**src/fat_boot_sector_validator_top_macros.svh**
```systemverilog
// Assertion macros for the FAT boot-sector validator.
`ifndef FAT_BOOT_SECTOR_VALIDATOR_TOP_MACROS_SVH
`define FAT_BOOT_SECTOR_VALIDATOR_TOP_MACROS_SVH

// Checked outside reset only.
`define FBV_ASSERT(lbl, prop, msg) \
    lbl: assert property (@(posedge clk) disable iff (!rst_n) prop) else $error(msg);

// Checked at every edge, reset included.
`define FBV_ASSERT_ALWAYS(lbl, prop, msg) \
    lbl: assert property (@(posedge clk) prop) else $error(msg);

`endif

```
**src/fbv_pkg.sv**
```systemverilog
// Shared types, status codes and limits of the FAT boot-sector validator.
package fbv_pkg;

    // Status codes, first failed check wins
    localparam logic [4:0] ST_OK           = 5'd0;
    localparam logic [4:0] ST_SIGNATURE    = 5'd1;
    localparam logic [4:0] ST_SECTOR_SIZE  = 5'd2;
    localparam logic [4:0] ST_CLUSTER_POW2 = 5'd3;
    localparam logic [4:0] ST_CLUSTER_BIG  = 5'd4;
    localparam logic [4:0] ST_RESERVED     = 5'd5;
    localparam logic [4:0] ST_COPIES       = 5'd6;
    localparam logic [4:0] ST_TABLE_SIZE   = 5'd7;
    localparam logic [4:0] ST_TOTAL        = 5'd8;
    localparam logic [4:0] ST_META_OVF     = 5'd9;
    localparam logic [4:0] ST_META_FIT     = 5'd10;
    localparam logic [4:0] ST_NO_CLUSTERS  = 5'd11;
    localparam logic [4:0] ST_LEG_RESERVED = 5'd12;
    localparam logic [4:0] ST_LEG_ROOT_AL  = 5'd13;
    localparam logic [4:0] ST_LEG_ROOT_0   = 5'd14;
    localparam logic [4:0] ST_F32_ROOT     = 5'd15;
    localparam logic [4:0] ST_F32_TOT16    = 5'd16;
    localparam logic [4:0] ST_F32_FSZ16    = 5'd17;

    // FAT kinds
    localparam logic [1:0] KIND_NONE  = 2'd0;
    localparam logic [1:0] KIND_FAT12 = 2'd1;
    localparam logic [1:0] KIND_FAT16 = 2'd2;
    localparam logic [1:0] KIND_FAT32 = 2'd3;

    // Limits
    localparam logic [15:0] SIG_GOOD    = 16'hAA55;
    localparam logic [31:0] FAT12_LIMIT = 32'd4085;
    localparam logic [31:0] FAT16_LIMIT = 32'd65525;
    // log2 of the largest cluster in bytes (32 KiB)
    localparam int          CLUSTER_MAX_LOG2 = 15;
    // log2 of the smallest sector size (512)
    localparam int          SECTOR_MIN_LOG2  = 9;

    typedef struct packed {
        logic [15:0] boot_signature;
        logic [15:0] sector_bytes;
        logic [7:0]  cluster_sectors;
        logic [15:0] reserved_count;
        logic [7:0]  table_copies;
        logic [15:0] root_entries;
        logic [15:0] table_size_short;
        logic [31:0] table_size_long;
        logic [15:0] total_short;
        logic [31:0] total_long;
    } bpb_t;

    typedef struct packed {
        logic [4:0]  status;
        logic [1:0]  fat_kind;
        logic [12:0] sector_size_out;
        logic [7:0]  cluster_size_out;
    } result_t;

endpackage

```
**src/fbv_bpb_if.sv**
```systemverilog
// Input channel: parsed boot-sector fields of one volume per item.
interface fbv_bpb_if import fbv_pkg::*; ();
    logic valid;
    logic ready;
    bpb_t data;

    modport source (output valid, output data, input ready);
    modport sink (input valid, input data, output ready);
endinterface

```
**src/fbv_result_if.sv**
```systemverilog
// Output channel: one validation result per item.
interface fbv_result_if import fbv_pkg::*; ();
    logic    valid;
    logic    ready;
    result_t data;

    modport source (output valid, output data, input ready);
    modport sink (input valid, input data, output ready);
endinterface

```
**src/fat_boot_sector_validator_top.sv**
```systemverilog
// FAT boot-sector validator: five-stage pipeline from parsed fields to status and FAT kind.
//
// Takes one item per clock unless the result side stalls and answers each with one result
// via the stages (decode, FAT-area multiply, metadata sum, data-sector subtract, classify),
// in order. Stages hold their own valid bits; when the result side stalls the
// pipeline fills up and then holds, and bpb.ready follows combinationally from
// result.ready through the stage chain. The 8x32 FAT-area multiply, the metadata
// add and the data-sector subtract each own a stage. The block keeps no state
// between items.
`include "fat_boot_sector_validator_top_macros.svh"

module fat_boot_sector_validator_top import fbv_pkg::*; (
    input  logic         clk,
    input  logic         rst_n,
    fbv_bpb_if.sink      bpb,
    fbv_result_if.source result
);

    // Stage payloads
    typedef struct packed {
        logic [4:0]  st;
        logic [7:0]  nfat;
        logic [31:0] fsz;
        logic [15:0] rsv;
        logic [12:0] rootsec;
        logic [31:0] tot;
        logic [2:0]  l2;
        logic [12:0] bps;
        logic [7:0]  spc;
        logic        rsv_one;
        logic        root_mis;
        logic        root_zero;
        logic        tot16_nz;
        logic        fsz16_nz;
    } s1_t;

    typedef struct packed {
        logic [4:0]  st;
        logic [39:0] prod;
        logic [16:0] small_sum;
        logic [31:0] tot;
        logic [2:0]  l2;
        logic [12:0] bps;
        logic [7:0]  spc;
        logic        rsv_one;
        logic        root_mis;
        logic        root_zero;
        logic        tot16_nz;
        logic        fsz16_nz;
    } s2_t;

    typedef struct packed {
        logic [4:0]  st;
        logic [31:0] meta;
        logic [31:0] tot;
        logic [2:0]  l2;
        logic [12:0] bps;
        logic [7:0]  spc;
        logic        rsv_one;
        logic        root_mis;
        logic        root_zero;
        logic        tot16_nz;
        logic        fsz16_nz;
    } s3_t;

    typedef struct packed {
        logic [4:0]  st;
        logic [31:0] data_sec;
        logic [2:0]  l2;
        logic [12:0] bps;
        logic [7:0]  spc;
        logic        rsv_one;
        logic        root_mis;
        logic        root_zero;
        logic        tot16_nz;
        logic        fsz16_nz;
    } s4_t;

    s1_t     s1_reg, s1_next;
    s2_t     s2_reg, s2_next;
    s3_t     s3_reg, s3_next;
    s4_t     s4_reg, s4_next;
    result_t s5_reg, s5_next;

    logic v1_reg, v2_reg, v3_reg, v4_reg, v5_reg;
    logic en1, en2, en3, en4, en5;

    // Terms for the checks
    logic res_ok;
    logic res_cleared;
    logic res_sized;
    logic pipe_full;

    // Stage advance: a stage loads when it is empty or its contents move on
    assign en5 = !v5_reg || result.ready;
    assign en4 = !v4_reg || en5;
    assign en3 = !v3_reg || en4;
    assign en2 = !v2_reg || en3;
    assign en1 = !v1_reg || en2;

    assign bpb.ready    = en1;
    assign result.valid = v5_reg;
    assign result.data  = s5_reg;

    // Stage 1: field checks, size decode, root-directory sectors
    always_comb
    begin
        logic [1:0]  ks;
        logic        bps_ok;
        logic        spc_pow2;
        logic [21:0] root_sum;
        logic [15:0] root_mask;
        logic [3:0]  shift;
        bpb_t        d;

        d = bpb.data;
        bps_ok = 1'b1;
        ks = 2'd0;
        case (d.sector_bytes)
            16'd512:  ks = 2'd0;
            16'd1024: ks = 2'd1;
            16'd2048: ks = 2'd2;
            16'd4096: ks = 2'd3;
            default:  bps_ok = 1'b0;
        endcase
        // root bytes a multiple of the sector size: low entry bits all zero
        root_mask = (16'h0010 << ks) - 16'd1;

        spc_pow2 = (d.cluster_sectors != 8'd0)
                && ((d.cluster_sectors & (d.cluster_sectors - 8'd1)) == 8'd0);
        s1_next.l2 = 3'd0;
        for (int i = 0; i < 8; i++)
        begin
            if (d.cluster_sectors[i])
                s1_next.l2 = 3'(i);
        end

        // ceil(entries * 32 / bytes per sector), divisor a power of two
        root_sum = {1'b0, d.root_entries, 5'd0} + {6'd0, d.sector_bytes} - 22'd1;
        shift = 4'(SECTOR_MIN_LOG2) + {2'd0, ks};
        s1_next.rootsec = 13'(root_sum >> shift);

        s1_next.fsz = (d.table_size_short != 16'd0) ? {16'd0, d.table_size_short}
                                                    : d.table_size_long;
        s1_next.tot = (d.total_short != 16'd0) ? {16'd0, d.total_short} : d.total_long;

        // First failed check sets the status
        if (d.boot_signature != SIG_GOOD)
            s1_next.st = ST_SIGNATURE;
        else if (!bps_ok)
            s1_next.st = ST_SECTOR_SIZE;
        else if (!spc_pow2)
            s1_next.st = ST_CLUSTER_POW2;
        else if ({2'd0, ks} + {1'b0, s1_next.l2} > 4'(CLUSTER_MAX_LOG2 - SECTOR_MIN_LOG2))
            s1_next.st = ST_CLUSTER_BIG;
        else if (d.reserved_count == 16'd0)
            s1_next.st = ST_RESERVED;
        else if (d.table_copies == 8'd0)
            s1_next.st = ST_COPIES;
        else if (s1_next.fsz == 32'd0)
            s1_next.st = ST_TABLE_SIZE;
        else if (s1_next.tot == 32'd0)
            s1_next.st = ST_TOTAL;
        else
            s1_next.st = ST_OK;

        s1_next.nfat      = d.table_copies;
        s1_next.rsv       = d.reserved_count;
        s1_next.bps       = d.sector_bytes[12:0];
        s1_next.spc       = d.cluster_sectors;
        s1_next.rsv_one   = (d.reserved_count == 16'd1);
        s1_next.root_mis  = ((d.root_entries & root_mask) != 16'd0);
        s1_next.root_zero = (d.root_entries == 16'd0);
        s1_next.tot16_nz  = (d.total_short != 16'd0);
        s1_next.fsz16_nz  = (d.table_size_short != 16'd0);
    end

    // Stage 2: FAT area and the small addends
    always_comb
    begin
        s2_next.st        = s1_reg.st;
        s2_next.prod      = {32'd0, s1_reg.nfat} * {8'd0, s1_reg.fsz};
        s2_next.small_sum = {1'b0, s1_reg.rsv} + {4'd0, s1_reg.rootsec};
        s2_next.tot       = s1_reg.tot;
        s2_next.l2        = s1_reg.l2;
        s2_next.bps       = s1_reg.bps;
        s2_next.spc       = s1_reg.spc;
        s2_next.rsv_one   = s1_reg.rsv_one;
        s2_next.root_mis  = s1_reg.root_mis;
        s2_next.root_zero = s1_reg.root_zero;
        s2_next.tot16_nz  = s1_reg.tot16_nz;
        s2_next.fsz16_nz  = s1_reg.fsz16_nz;
    end

    // Stage 3: metadata sum; all addends positive, so one final range check
    always_comb
    begin
        logic [40:0] meta_full;

        meta_full = {1'b0, s2_reg.prod} + {24'd0, s2_reg.small_sum};
        s3_next.st = s2_reg.st;
        if (s2_reg.st == ST_OK && meta_full[40:32] != 9'd0)
            s3_next.st = ST_META_OVF;
        s3_next.meta      = meta_full[31:0];
        s3_next.tot       = s2_reg.tot;
        s3_next.l2        = s2_reg.l2;
        s3_next.bps       = s2_reg.bps;
        s3_next.spc       = s2_reg.spc;
        s3_next.rsv_one   = s2_reg.rsv_one;
        s3_next.root_mis  = s2_reg.root_mis;
        s3_next.root_zero = s2_reg.root_zero;
        s3_next.tot16_nz  = s2_reg.tot16_nz;
        s3_next.fsz16_nz  = s2_reg.fsz16_nz;
    end

    // Stage 4: data sectors, at least two needed
    always_comb
    begin
        logic [32:0] diff;

        diff = {1'b0, s3_reg.tot} - {1'b0, s3_reg.meta};
        s4_next.st = s3_reg.st;
        if (s3_reg.st == ST_OK && (diff[32] || diff[31:1] == 31'd0))
            s4_next.st = ST_META_FIT;
        s4_next.data_sec  = diff[31:0];
        s4_next.l2        = s3_reg.l2;
        s4_next.bps       = s3_reg.bps;
        s4_next.spc       = s3_reg.spc;
        s4_next.rsv_one   = s3_reg.rsv_one;
        s4_next.root_mis  = s3_reg.root_mis;
        s4_next.root_zero = s3_reg.root_zero;
        s4_next.tot16_nz  = s3_reg.tot16_nz;
        s4_next.fsz16_nz  = s3_reg.fsz16_nz;
    end

    // Stage 5: cluster count, kind and kind-specific rules
    always_comb
    begin
        logic [31:0] clusters;
        logic [4:0]  st;
        logic [1:0]  kind;

        clusters = s4_reg.data_sec >> s4_reg.l2;
        st = s4_reg.st;
        kind = KIND_NONE;
        if (st == ST_OK)
        begin
            if (clusters == 32'd0)
                st = ST_NO_CLUSTERS;
            else
            begin
                if (clusters < FAT12_LIMIT)
                    kind = KIND_FAT12;
                else if (clusters < FAT16_LIMIT)
                    kind = KIND_FAT16;
                else
                    kind = KIND_FAT32;

                if (kind != KIND_FAT32)
                begin
                    if (!s4_reg.rsv_one)
                        st = ST_LEG_RESERVED;
                    else if (s4_reg.root_mis)
                        st = ST_LEG_ROOT_AL;
                    else if (s4_reg.root_zero)
                        st = ST_LEG_ROOT_0;
                end
                else
                begin
                    if (!s4_reg.root_zero)
                        st = ST_F32_ROOT;
                    else if (s4_reg.tot16_nz)
                        st = ST_F32_TOT16;
                    else if (s4_reg.fsz16_nz)
                        st = ST_F32_FSZ16;
                end
            end
        end

        s5_next.status = st;
        if (st == ST_OK)
        begin
            s5_next.fat_kind         = kind;
            s5_next.sector_size_out  = s4_reg.bps;
            s5_next.cluster_size_out = s4_reg.spc;
        end
        else
        begin
            s5_next.fat_kind         = KIND_NONE;
            s5_next.sector_size_out  = 13'd0;
            s5_next.cluster_size_out = 8'd0;
        end
    end

    // Valid bits
    always_ff @(posedge clk or negedge rst_n)
    begin
        if (!rst_n)
        begin
            v1_reg <= 1'b0;
            v2_reg <= 1'b0;
            v3_reg <= 1'b0;
            v4_reg <= 1'b0;
            v5_reg <= 1'b0;
        end
        else
        begin
            if (en1) v1_reg <= bpb.valid;
            if (en2) v2_reg <= v1_reg;
            if (en3) v3_reg <= v2_reg;
            if (en4) v4_reg <= v3_reg;
            if (en5) v5_reg <= v4_reg;
        end
    end

    // Stage payloads
    always_ff @(posedge clk)
    begin
        if (en1) s1_reg <= s1_next;
        if (en2) s2_reg <= s2_next;
        if (en3) s3_reg <= s3_next;
        if (en4) s4_reg <= s4_next;
        if (en5) s5_reg <= s5_next;
    end

    // Checks
    assign res_ok      = (result.data.status == ST_OK);
    assign res_cleared = (result.data.fat_kind == KIND_NONE)
                      && (result.data.sector_size_out == 13'd0)
                      && (result.data.cluster_size_out == 8'd0);
    assign res_sized   = (result.data.fat_kind != KIND_NONE)
                      && (result.data.cluster_size_out != 8'd0)
                      && (result.data.sector_size_out >= 13'd512);
    assign pipe_full   = v1_reg && v2_reg && v3_reg && v4_reg && v5_reg;

    `FBV_ASSERT(a_fail_clears, result.valid && !res_ok |-> res_cleared, "kind or size on failure")
    `FBV_ASSERT(a_ok_sizes, result.valid && res_ok |-> res_sized, "good item lacks kind or size")
    `FBV_ASSERT_ALWAYS(a_full_stall, pipe_full && !result.ready |-> !bpb.ready, "accept while full")

endmodule

```
**src/flat_wrapper.sv**
```systemverilog
// flat-port wrapper written by rule: the top's interface ports become plain ports
module fat_boot_sector_validator_top_flat import fbv_pkg::*;
  (clk, rst_n, bpb_valid, bpb_data, bpb_ready, result_valid, result_data, result_ready);
  fbv_bpb_if bpb_i ();
  fbv_result_if result_i ();
  input  logic clk;
  input  logic rst_n;
  input wire logic [$bits(bpb_i.valid)-1:0] bpb_valid;
  input wire logic [$bits(bpb_i.data)-1:0] bpb_data;
  output wire logic [$bits(bpb_i.ready)-1:0] bpb_ready;
  output wire logic [$bits(result_i.valid)-1:0] result_valid;
  output wire logic [$bits(result_i.data)-1:0] result_data;
  input wire logic [$bits(result_i.ready)-1:0] result_ready;
  assign bpb_i.valid = bpb_valid;
  assign bpb_i.data = bpb_data;
  assign bpb_ready = bpb_i.ready;
  assign result_valid = result_i.valid;
  assign result_data = result_i.data;
  assign result_i.ready = result_ready;
  fat_boot_sector_validator_top u_core (.clk(clk), .rst_n(rst_n), .bpb(bpb_i), .result(result_i));
endmodule
```
**config.mk**
```make
export PLATFORM = sky130hd
export DESIGN_NAME = fat_boot_sector_validator_top_flat
export DESIGN_NICKNAME = d
export VERILOG_FILES = /design/src/fbv_pkg.sv /design/src/fbv_bpb_if.sv /design/src/fbv_result_if.sv /design/src/fat_boot_sector_validator_top.sv /design/src/flat_wrapper.sv
export VERILOG_INCLUDE_DIRS = /design/src /design/src/src
export SDC_FILE = /design/constraint.sdc
export NUM_CORES = 1
export LEC_CHECK = 0
export BUFFER_PORTS_ARGS = -buffer_cell sky130_fd_sc_hd__buf_2
export CORE_MARGIN = 2
export CORE_UTILIZATION = 62
export DETAILED_ROUTE_END_ITERATION = 8
export GPL_TIMING_DRIVEN = 0
export PLACE_DENSITY = 0.82
export SETUP_SLACK_MARGIN = 0.4
export SYNTH_ARGS = -nofsm -noshare
export SYNTH_HDL_FRONTEND = slang
export SYNTH_SLANG_ARGS = --single-unit
```
**constraint.sdc**
```tcl
create_clock -name clk -period 9 [get_ports clk]
set_input_delay 0.45 -clock clk [delete_from_list [all_inputs] [get_ports clk]]
set_output_delay 0.45 -clock clk [all_outputs]
set_load 0.1 [all_outputs]
```
==> run_results.csv, run 1 <==
group,metric,value,unit
setup_path,critPathSlowestCell,"fa_1",
routing,dr.pass1.iters,6,
setup_path,path_cells,"clkbuf_1 -> and2_1 -> fa_1 -> fa_1 -> fa_1 -> inv_1 -> fa_1 -> inv_1 -> ha_1 -> a21o_1 -> a21o_1 -> a211oi_1 -> a21boi_0 -> o211ai_1 -> a31oi_1 -> nor3_1 -> or3_1 -> a21oi_1 -> xnor2_1",
timing,fin_skew,0.0291,ns
synth,yosys.area.top_type,"edfxtp_1",
synth,ys_ff_latch,451,
finish,drive_gt1_share,11.7,%
setup_path,path_common_cell,"fa_1",
synth,synthesis.nets,3117,
floorplan,dieArea,0.0496,mm^2
setup_path,worst_setup_path_end_kind,"flip-flop",
finish,largest_register_ffs,134,
synth,synth_top_area_share,45.2,%
min_path,min_path_type,"primary input to flip-flop",
power,power.density,293,mW/mm^2
clocking,cts.path.max_buffers,3,
setup_path,critical_path.top_delay_family,"adder cells",
timing,setup_viol,0,
power,p_leak,14.6,nW
clocking,clk_latency,0.60,ns
job,cap_violations,0,
routing,avgViaCountPerCell,5.89,
timing,max_freq,154,MHz
grt,grt_pass1_wl,110000,um
timing,worst_slew_pin_slew,1.13,ns
placement,place_area,0.0317,mm^2
clocking,cts.repair.resized,0,
grt,grt_max_degree,124,
clocking,cts_tree,"built",
synth,synthTopCellsByArea,"edfxtp_1, fa_1, ha_1",
floorplan,start_util,62.5,%
setup_path,critPathBufInv,3,
synth,yosysMostFrequentCell,"edfxtp_1",
clocking,numCtsBuffers,45,
timing,rsz0062_at_grt,"no",
setup_path,critPathLaunchType,"flip-flop",
floorplan,die_x,223,um
timing,timing.setup.tns,0,ns
setup_path,cpPeakStageDelay,0.57,ns
routing,postRouteAntennaNets,0,
finish,stdcell_area,0.0333,mm^2
synth,avgSynthCellArea,11.4,um^2
synth,yosysSeqAreaShare,45.6,%
placement,port_buffers,209,
floorplan,die_h,223,um
setup_path,worstPathMaxFanout,10,
timing,drv_slew,0,
clocking,clk_pin_slew,0.07,ns
floorplan,ios,210,
grt,antenna_found_initial,3,
synth,synth_edf_count,446,
routing,drt-initial-drc-count,1610,
finish,fin_util,70.1,%
placement,placed_cells,3427,
floorplan,core,0.0474,mm^2
clocking,clockRootBuffer,"clkbuf_16",
clocking,cts_max_level,2,
synth,ys_async_sr_fraction,1.11,%
routing,vias,20700,
synth,synth_common_cells,"edfxtp_1, inv_1, and2_1, fa_1, ha_1",
placement,gp_congestion,0.935,
clocking,cts_setup_buffers,0,
routing,wl_per_cell,19.7,um
synth,synth_area,0.0297,mm^2
power,worst_ir_drop_vdd,0.000225,V
placement,dp_hpwl,53500,um
routing,routed_wirelength,69400,um
synth,netlist_instances,2591,
run_status,outcome,"finished clean",
setup_path,arrival,6.80,ns
setup_path,required,9.33,ns
timing,period_share,71.9,%
finish,areaGrowthSynthToFinish,12.1,%
grt,grt_pass1_vias,21100,
grt,grt_use_total,28.3,%
grt,globalRouteOverflowTotal,0,
finish,nets,3386,
timing,relSlewSlack,24.8,%
floorplan,row_count,80,
setup_path,path_class,"flip-flop to flip-flop",
routing,drc,0,
synth,synth_cell_types,80,
finish,final-instance-count-excl-fill,3513,
synth,yosysWarnings,0,
timing,finalHoldViolCount,0,
timing,period_needed,6.47,ns
synth,synth_ff_type,"edfxtp_1",
clocking,cts_sinks,451,
## stage by stage
stage | hold WS (ns) | total power [W] | worst slack (ns)
2_1_floorplan | 0.154 | 0.00660 | 1.15
3_3_place_gp | 0.264 | 0.00759 | -0.581
3_5_place_dp | 0.269 | 0.00775 | 2.68
4_1_cts | 0.0163 | 0.00972 | 2.64
5_1_grt | 0.0263 | 0.0104 | 2.38
6_report | 0.0417 | 0.00975 | 2.53
## layer usage
metal	up-vias	share of wire, %	GRT usage, %
met5	-	0	0
met4	0	4.3	11.8
met3	187	5.3	3.58
met2	720	49	49.3
met1	10200	41	35.9
li1	9620	-	-
## placed cells by master (no fill, tap or decap), types with 45 or more instances in the layout
cell,instances
edfxtp_1,446
inv_1,340
and2_1,272
buf_2,212
fa_1,184
ha_1,162
nand2_1,146
a21oi_1,114
nor2_1,107
o21ai_0,80
xnor2_1,73
a21o_1,59
clkbuf_1,57
nor3_1,52
clkbuf_16,45
## kinds of logic (layout without fill, tap and decap cells)
family	Yosys count	after routing	synth area share, %
AOI/OAI and AO/OA	421	421	9.40
DFF	451	451	45.6
and+or+nand+nor	804	804	14.8
other	0	2	0
muxes	56	56	2.39
xor gates and xnor gates	108	108	3.19
adders and majority gates	347	347	19.3
buffers and inverters	404	709	5.33
## timing repair
item,4_1_cts,5_1_grt
hold endpoints to repair,5,0
setup endpoints to repair,0,0
hold buffers,1,0
## final cells by class
type	instances	area [um^2]
Antenna cell	2	5.00
Clock inverter	31	389
Clock buffer	52	1150
Fill cell	3339	14200
Inverter	342	1280
Tap cell	615	769
Timing Repair Buffer	222	1260
Buffer	62	297
Sequential cell	451	13500
Multi-Input combinational cell	1736	14600
## worst reg2reg max path: stages (launching register included)
cell      delay, ns
edfxtp_1       0.53
clkbuf_1       0.55
and2_1         0.26
fa_1           0.44
fa_1           0.47
fa_1           0.56
inv_1          0.07
fa_1           0.57
inv_1          0.05
ha_1           0.37
a21o_1         0.22
a21o_1         0.20
a211oi_1       0.25
a21boi_0       0.40
o211ai_1       0.28
a31oi_1        0.30
nor3_1         0.13
or3_1          0.32
a21oi_1        0.19
xnor2_1        0.08
## path summary, 6_finish.rpt
path | start | endpoint | slack (ns) | cells after the start
min reg2reg | u_core.s1_reg[51]$_DFFE_PP_ | u_core.s2_reg[51]$_DFFE_PP_ | 0.40 | 0
min in group asynchronous | rst_n | u_core.v2_reg$_DFFE_PN0P_ | 0.22 | 2
max | u_core.s1_reg[125]$_DFFE_PP_ | u_core.s2_reg[114]$_DFFE_PP_ | 2.53 | 19
min | bpb_data[113] | u_core.s1_reg[123]$_DFFE_PP_ | 0.04 | 1
max in group asynchronous | rst_n | u_core.v3_reg$_DFFE_PN0P_ | 8.65 | 2
max reg2reg | u_core.s1_reg[125]$_DFFE_PP_ | u_core.s2_reg[114]$_DFFE_PP_ | 2.53 | 19
## power breakdown
part           total, W  internal [W]  leakage, nW  switching (W)
combinational   0.00444       0.00179         9.13        0.00265
sequential      0.00336       0.00307         4.71       0.000291
clock           0.00195       0.00113        0.749       0.000818
total           0.00975       0.00599         14.6        0.00376
No activity file was read; power rests on OpenSTA's default activity.
==> run 2: changes to the inputs <==
==> constraint.sdc (replaced) <==
create_clock -name clk -period 6 [get_ports clk]
set_input_delay 0.3 -clock clk [delete_from_list [all_inputs] [get_ports clk]]
set_output_delay 0.3 -clock clk [all_outputs]
set_load 0.1 [all_outputs]
==> run_results.csv, run 2 (synthesized netlist as in run 1, its figures left out) <==
group,metric,value,unit
clocking,cts_sinks,451,
clocking,clockRootBuffer,"clkbuf_16",
power,netSwitchingFraction,39.1,%
setup_path,arrival,5.96,ns
grt,grt_max_degree,137,
routing,avgViaCountPerCell,5.90,
placement,port_buffers,209,
floorplan,dieArea,0.0496,mm^2
placement,pre_cts_slack,-0.280,ns
power,internal_power,0.00934,W
clocking,clk_pin_slew,0.06,ns
floorplan,ios,210,
min_path,min_from,"bpb_data[54]",
timing,timing.setup.tns,0,ns
clocking,numCtsBuffers,45,
finish,drive_gt1_share,14.5,%
power,p_leak,15.1,nW
timing,relSlewSlack,16.4,%
timing,setup_viol,0,
clocking,cts_tree,"built",
power,worst_ir_drop_vdd,0.000316,V
floorplan,core,0.0474,mm^2
timing,max_freq,178,MHz
floorplan,die_x,223,um
floorplan,row_count,80,
timing,worst_slew_pin_slew,1.24,ns
routing,drt-initial-drc-count,1695,
timing,rsz0062_at_grt,"yes",
placement,dp_hpwl,53200,um
clocking,cts_max_level,2,
power,power.density,442,mW/mm^2
timing,setup_ws,0.377,ns
timing,period_needed,5.62,ns
grt,grt_use_total,29.8,%
power,p_sw,0.00600,W
min_path,min_path_type,"primary input to flip-flop",
grt,antenna_found_initial,2,
grt,grt_pass1_wl,115000,um
routing,routed_wirelength,73700,um
routing,wl_per_cell,20.4,um
clocking,clk_latency,0.61,ns
routing,postRouteAntennaNets,0,
finish,nFillCells,3143,
timing,drv_slew,0,
placement,place_area,0.0317,mm^2
clocking,cts.path.max_buffers,3,
routing,drc,0,
setup_path,path_class,"flip-flop to flip-flop",
timing,period_share,93.7,%
finish,areaGrowthSynthToFinish,17.0,%
power,combinationalPowerShare,48.1,%
finish,final_common_cell,"edfxtp_1",
timing,holdWs,0.0212,ns
power,sequentialPowerShare,32.9,%
setup_path,reg2reg_from,"u_core.s1_reg[127]$_DFFE_PP_",
finish,stdcell_area,0.0347,mm^2
routing,vias,21400,
setup_path,worstPathMaxFanout,5,
routing,dr.pass1.iters,6,
setup_path,worst_setup_path_end_kind,"flip-flop",
finish,nets,3493,
setup_path,required,6.33,ns
timing,fin_skew,0.0391,ns
timing,finalHoldViolCount,0,
power,p_clk_share,19.0,%
placement,gp_congestion,0.938,
floorplan,start_util,62.5,%
floorplan,die_h,223,um
grt,globalRouteOverflowTotal,0,
run_status,outcome,"finished clean",
job,cap_violations,0,
setup_path,cp-startpoint,"u_core.s1_reg[127]$_DFFE_PP_",
finish,largest_register_ffs,134,
finish,final_cell_mix,"edfxtp_1, inv_1, and2_1",
setup_path,critPathLaunchType,"flip-flop",
grt,grt_pass1_vias,22000,
-- run 2: cell count changes in the layout (fill, tap and decap cells not counted), sizes merged --
cell | previous run | this run
clkinv | 23 | 17
bufinv | 7 | 6
buf | 233 | 264
clkinvlp | 1 | 3
dlygate4sd3 | 1 | 80
inv | 342 | 343
-- run 2: worst max-delay path, cell delays in order (launching register included) --
cell	delay [ns]
edfxtp_1	0.54
clkbuf_8	0.22
buf_4	0.13
and2_1	0.15
fa_2	0.54
fa_1	0.45
fa_1	0.50
inv_1	0.05
fa_1	0.52
inv_1	0.06
ha_4	0.24
a211oi_2	0.22
o211ai_1	0.20
a32oi_2	0.33
a21oi_2	0.11
o31ai_2	0.30
a21oi_1	0.11
or2_4	0.28
a21oi_4	0.17
a31oi_1	0.12
xnor2_1	0.15
-- run 2: stage by stage --
stage,utilization [%],total power (W),instances
after floorplan,-,0.00990,2591
after global placement,66.4,0.0114,3415
after detailed placement,66.8,0.0116,3425
after CTS,72.6,0.0148,3607
after global routing,73.2,0.0163,3619
final,73.2,0.0153,3619
-- run 2: power by group through the flow --
stage	clock [W]	combinational, W	sequential [W]
after floorplan	0	0.00487	0.00503
after global placement	0	0.00628	0.00510
after detailed placement	0	0.00650	0.00509
after CTS	0.00292	0.00688	0.00503
after global routing	0.00305	0.00813	0.00511
final	0.00291	0.00738	0.00505
-- run 2: worst paths after layout --
check,to,slack (ns),cells after the start
worst max-delay path,u_core.s2_reg[117]$_DFFE_PP_,0.38,20
worst min-delay path,u_core.s1_reg[96]$_DFFE_PP_,0.02,2
worst max register to register,u_core.s2_reg[117]$_DFFE_PP_,0.38,20
worst min register to register,u_core.s3_reg[36]$_DFFE_PP_,0.39,0
max in group asynchronous,u_core.result.valid$_DFFE_PN0P_,5.80,2
min in group asynchronous,u_core.v1_reg$_DFFE_PN0P_,0.04,2
-- run 2: per-layer routing --
metal	global-route usage, %	part of all wire (%)
met4	13.4	4.6
met2	52.0	50
met3	3.86	5.5
met5	0	0
met1	37.2	40
-- run 2: area by class of cell --
cell class / count / area, um^2 / share of cell area, %
antenna: 2 / 5.00 / 0.0144
buffer: 62 / 450 / 1.30
clock buffer: 55 / 1160 / 3.35
clock inverter: 27 / 367 / 1.06
inverter: 342 / 1280 / 3.70
multi-input combinational: 1736 / 14900 / 42.9
sequential: 451 / 13500 / 39.0
tap: 615 / 769 / 2.22
timing repair buffer: 329 / 2240 / 6.46
-- run 2: timing repair --
item / in CTS / in global routing
endpoints found under the setup margin: 18 / 13
endpoints found under the hold margin: 81 / 0
setup buffers: 18 / 10
pin swaps: 12 / 47
hold buffers: 80 / 0
gates resized for setup: 71 / 44
gates cloned: 2 / 0
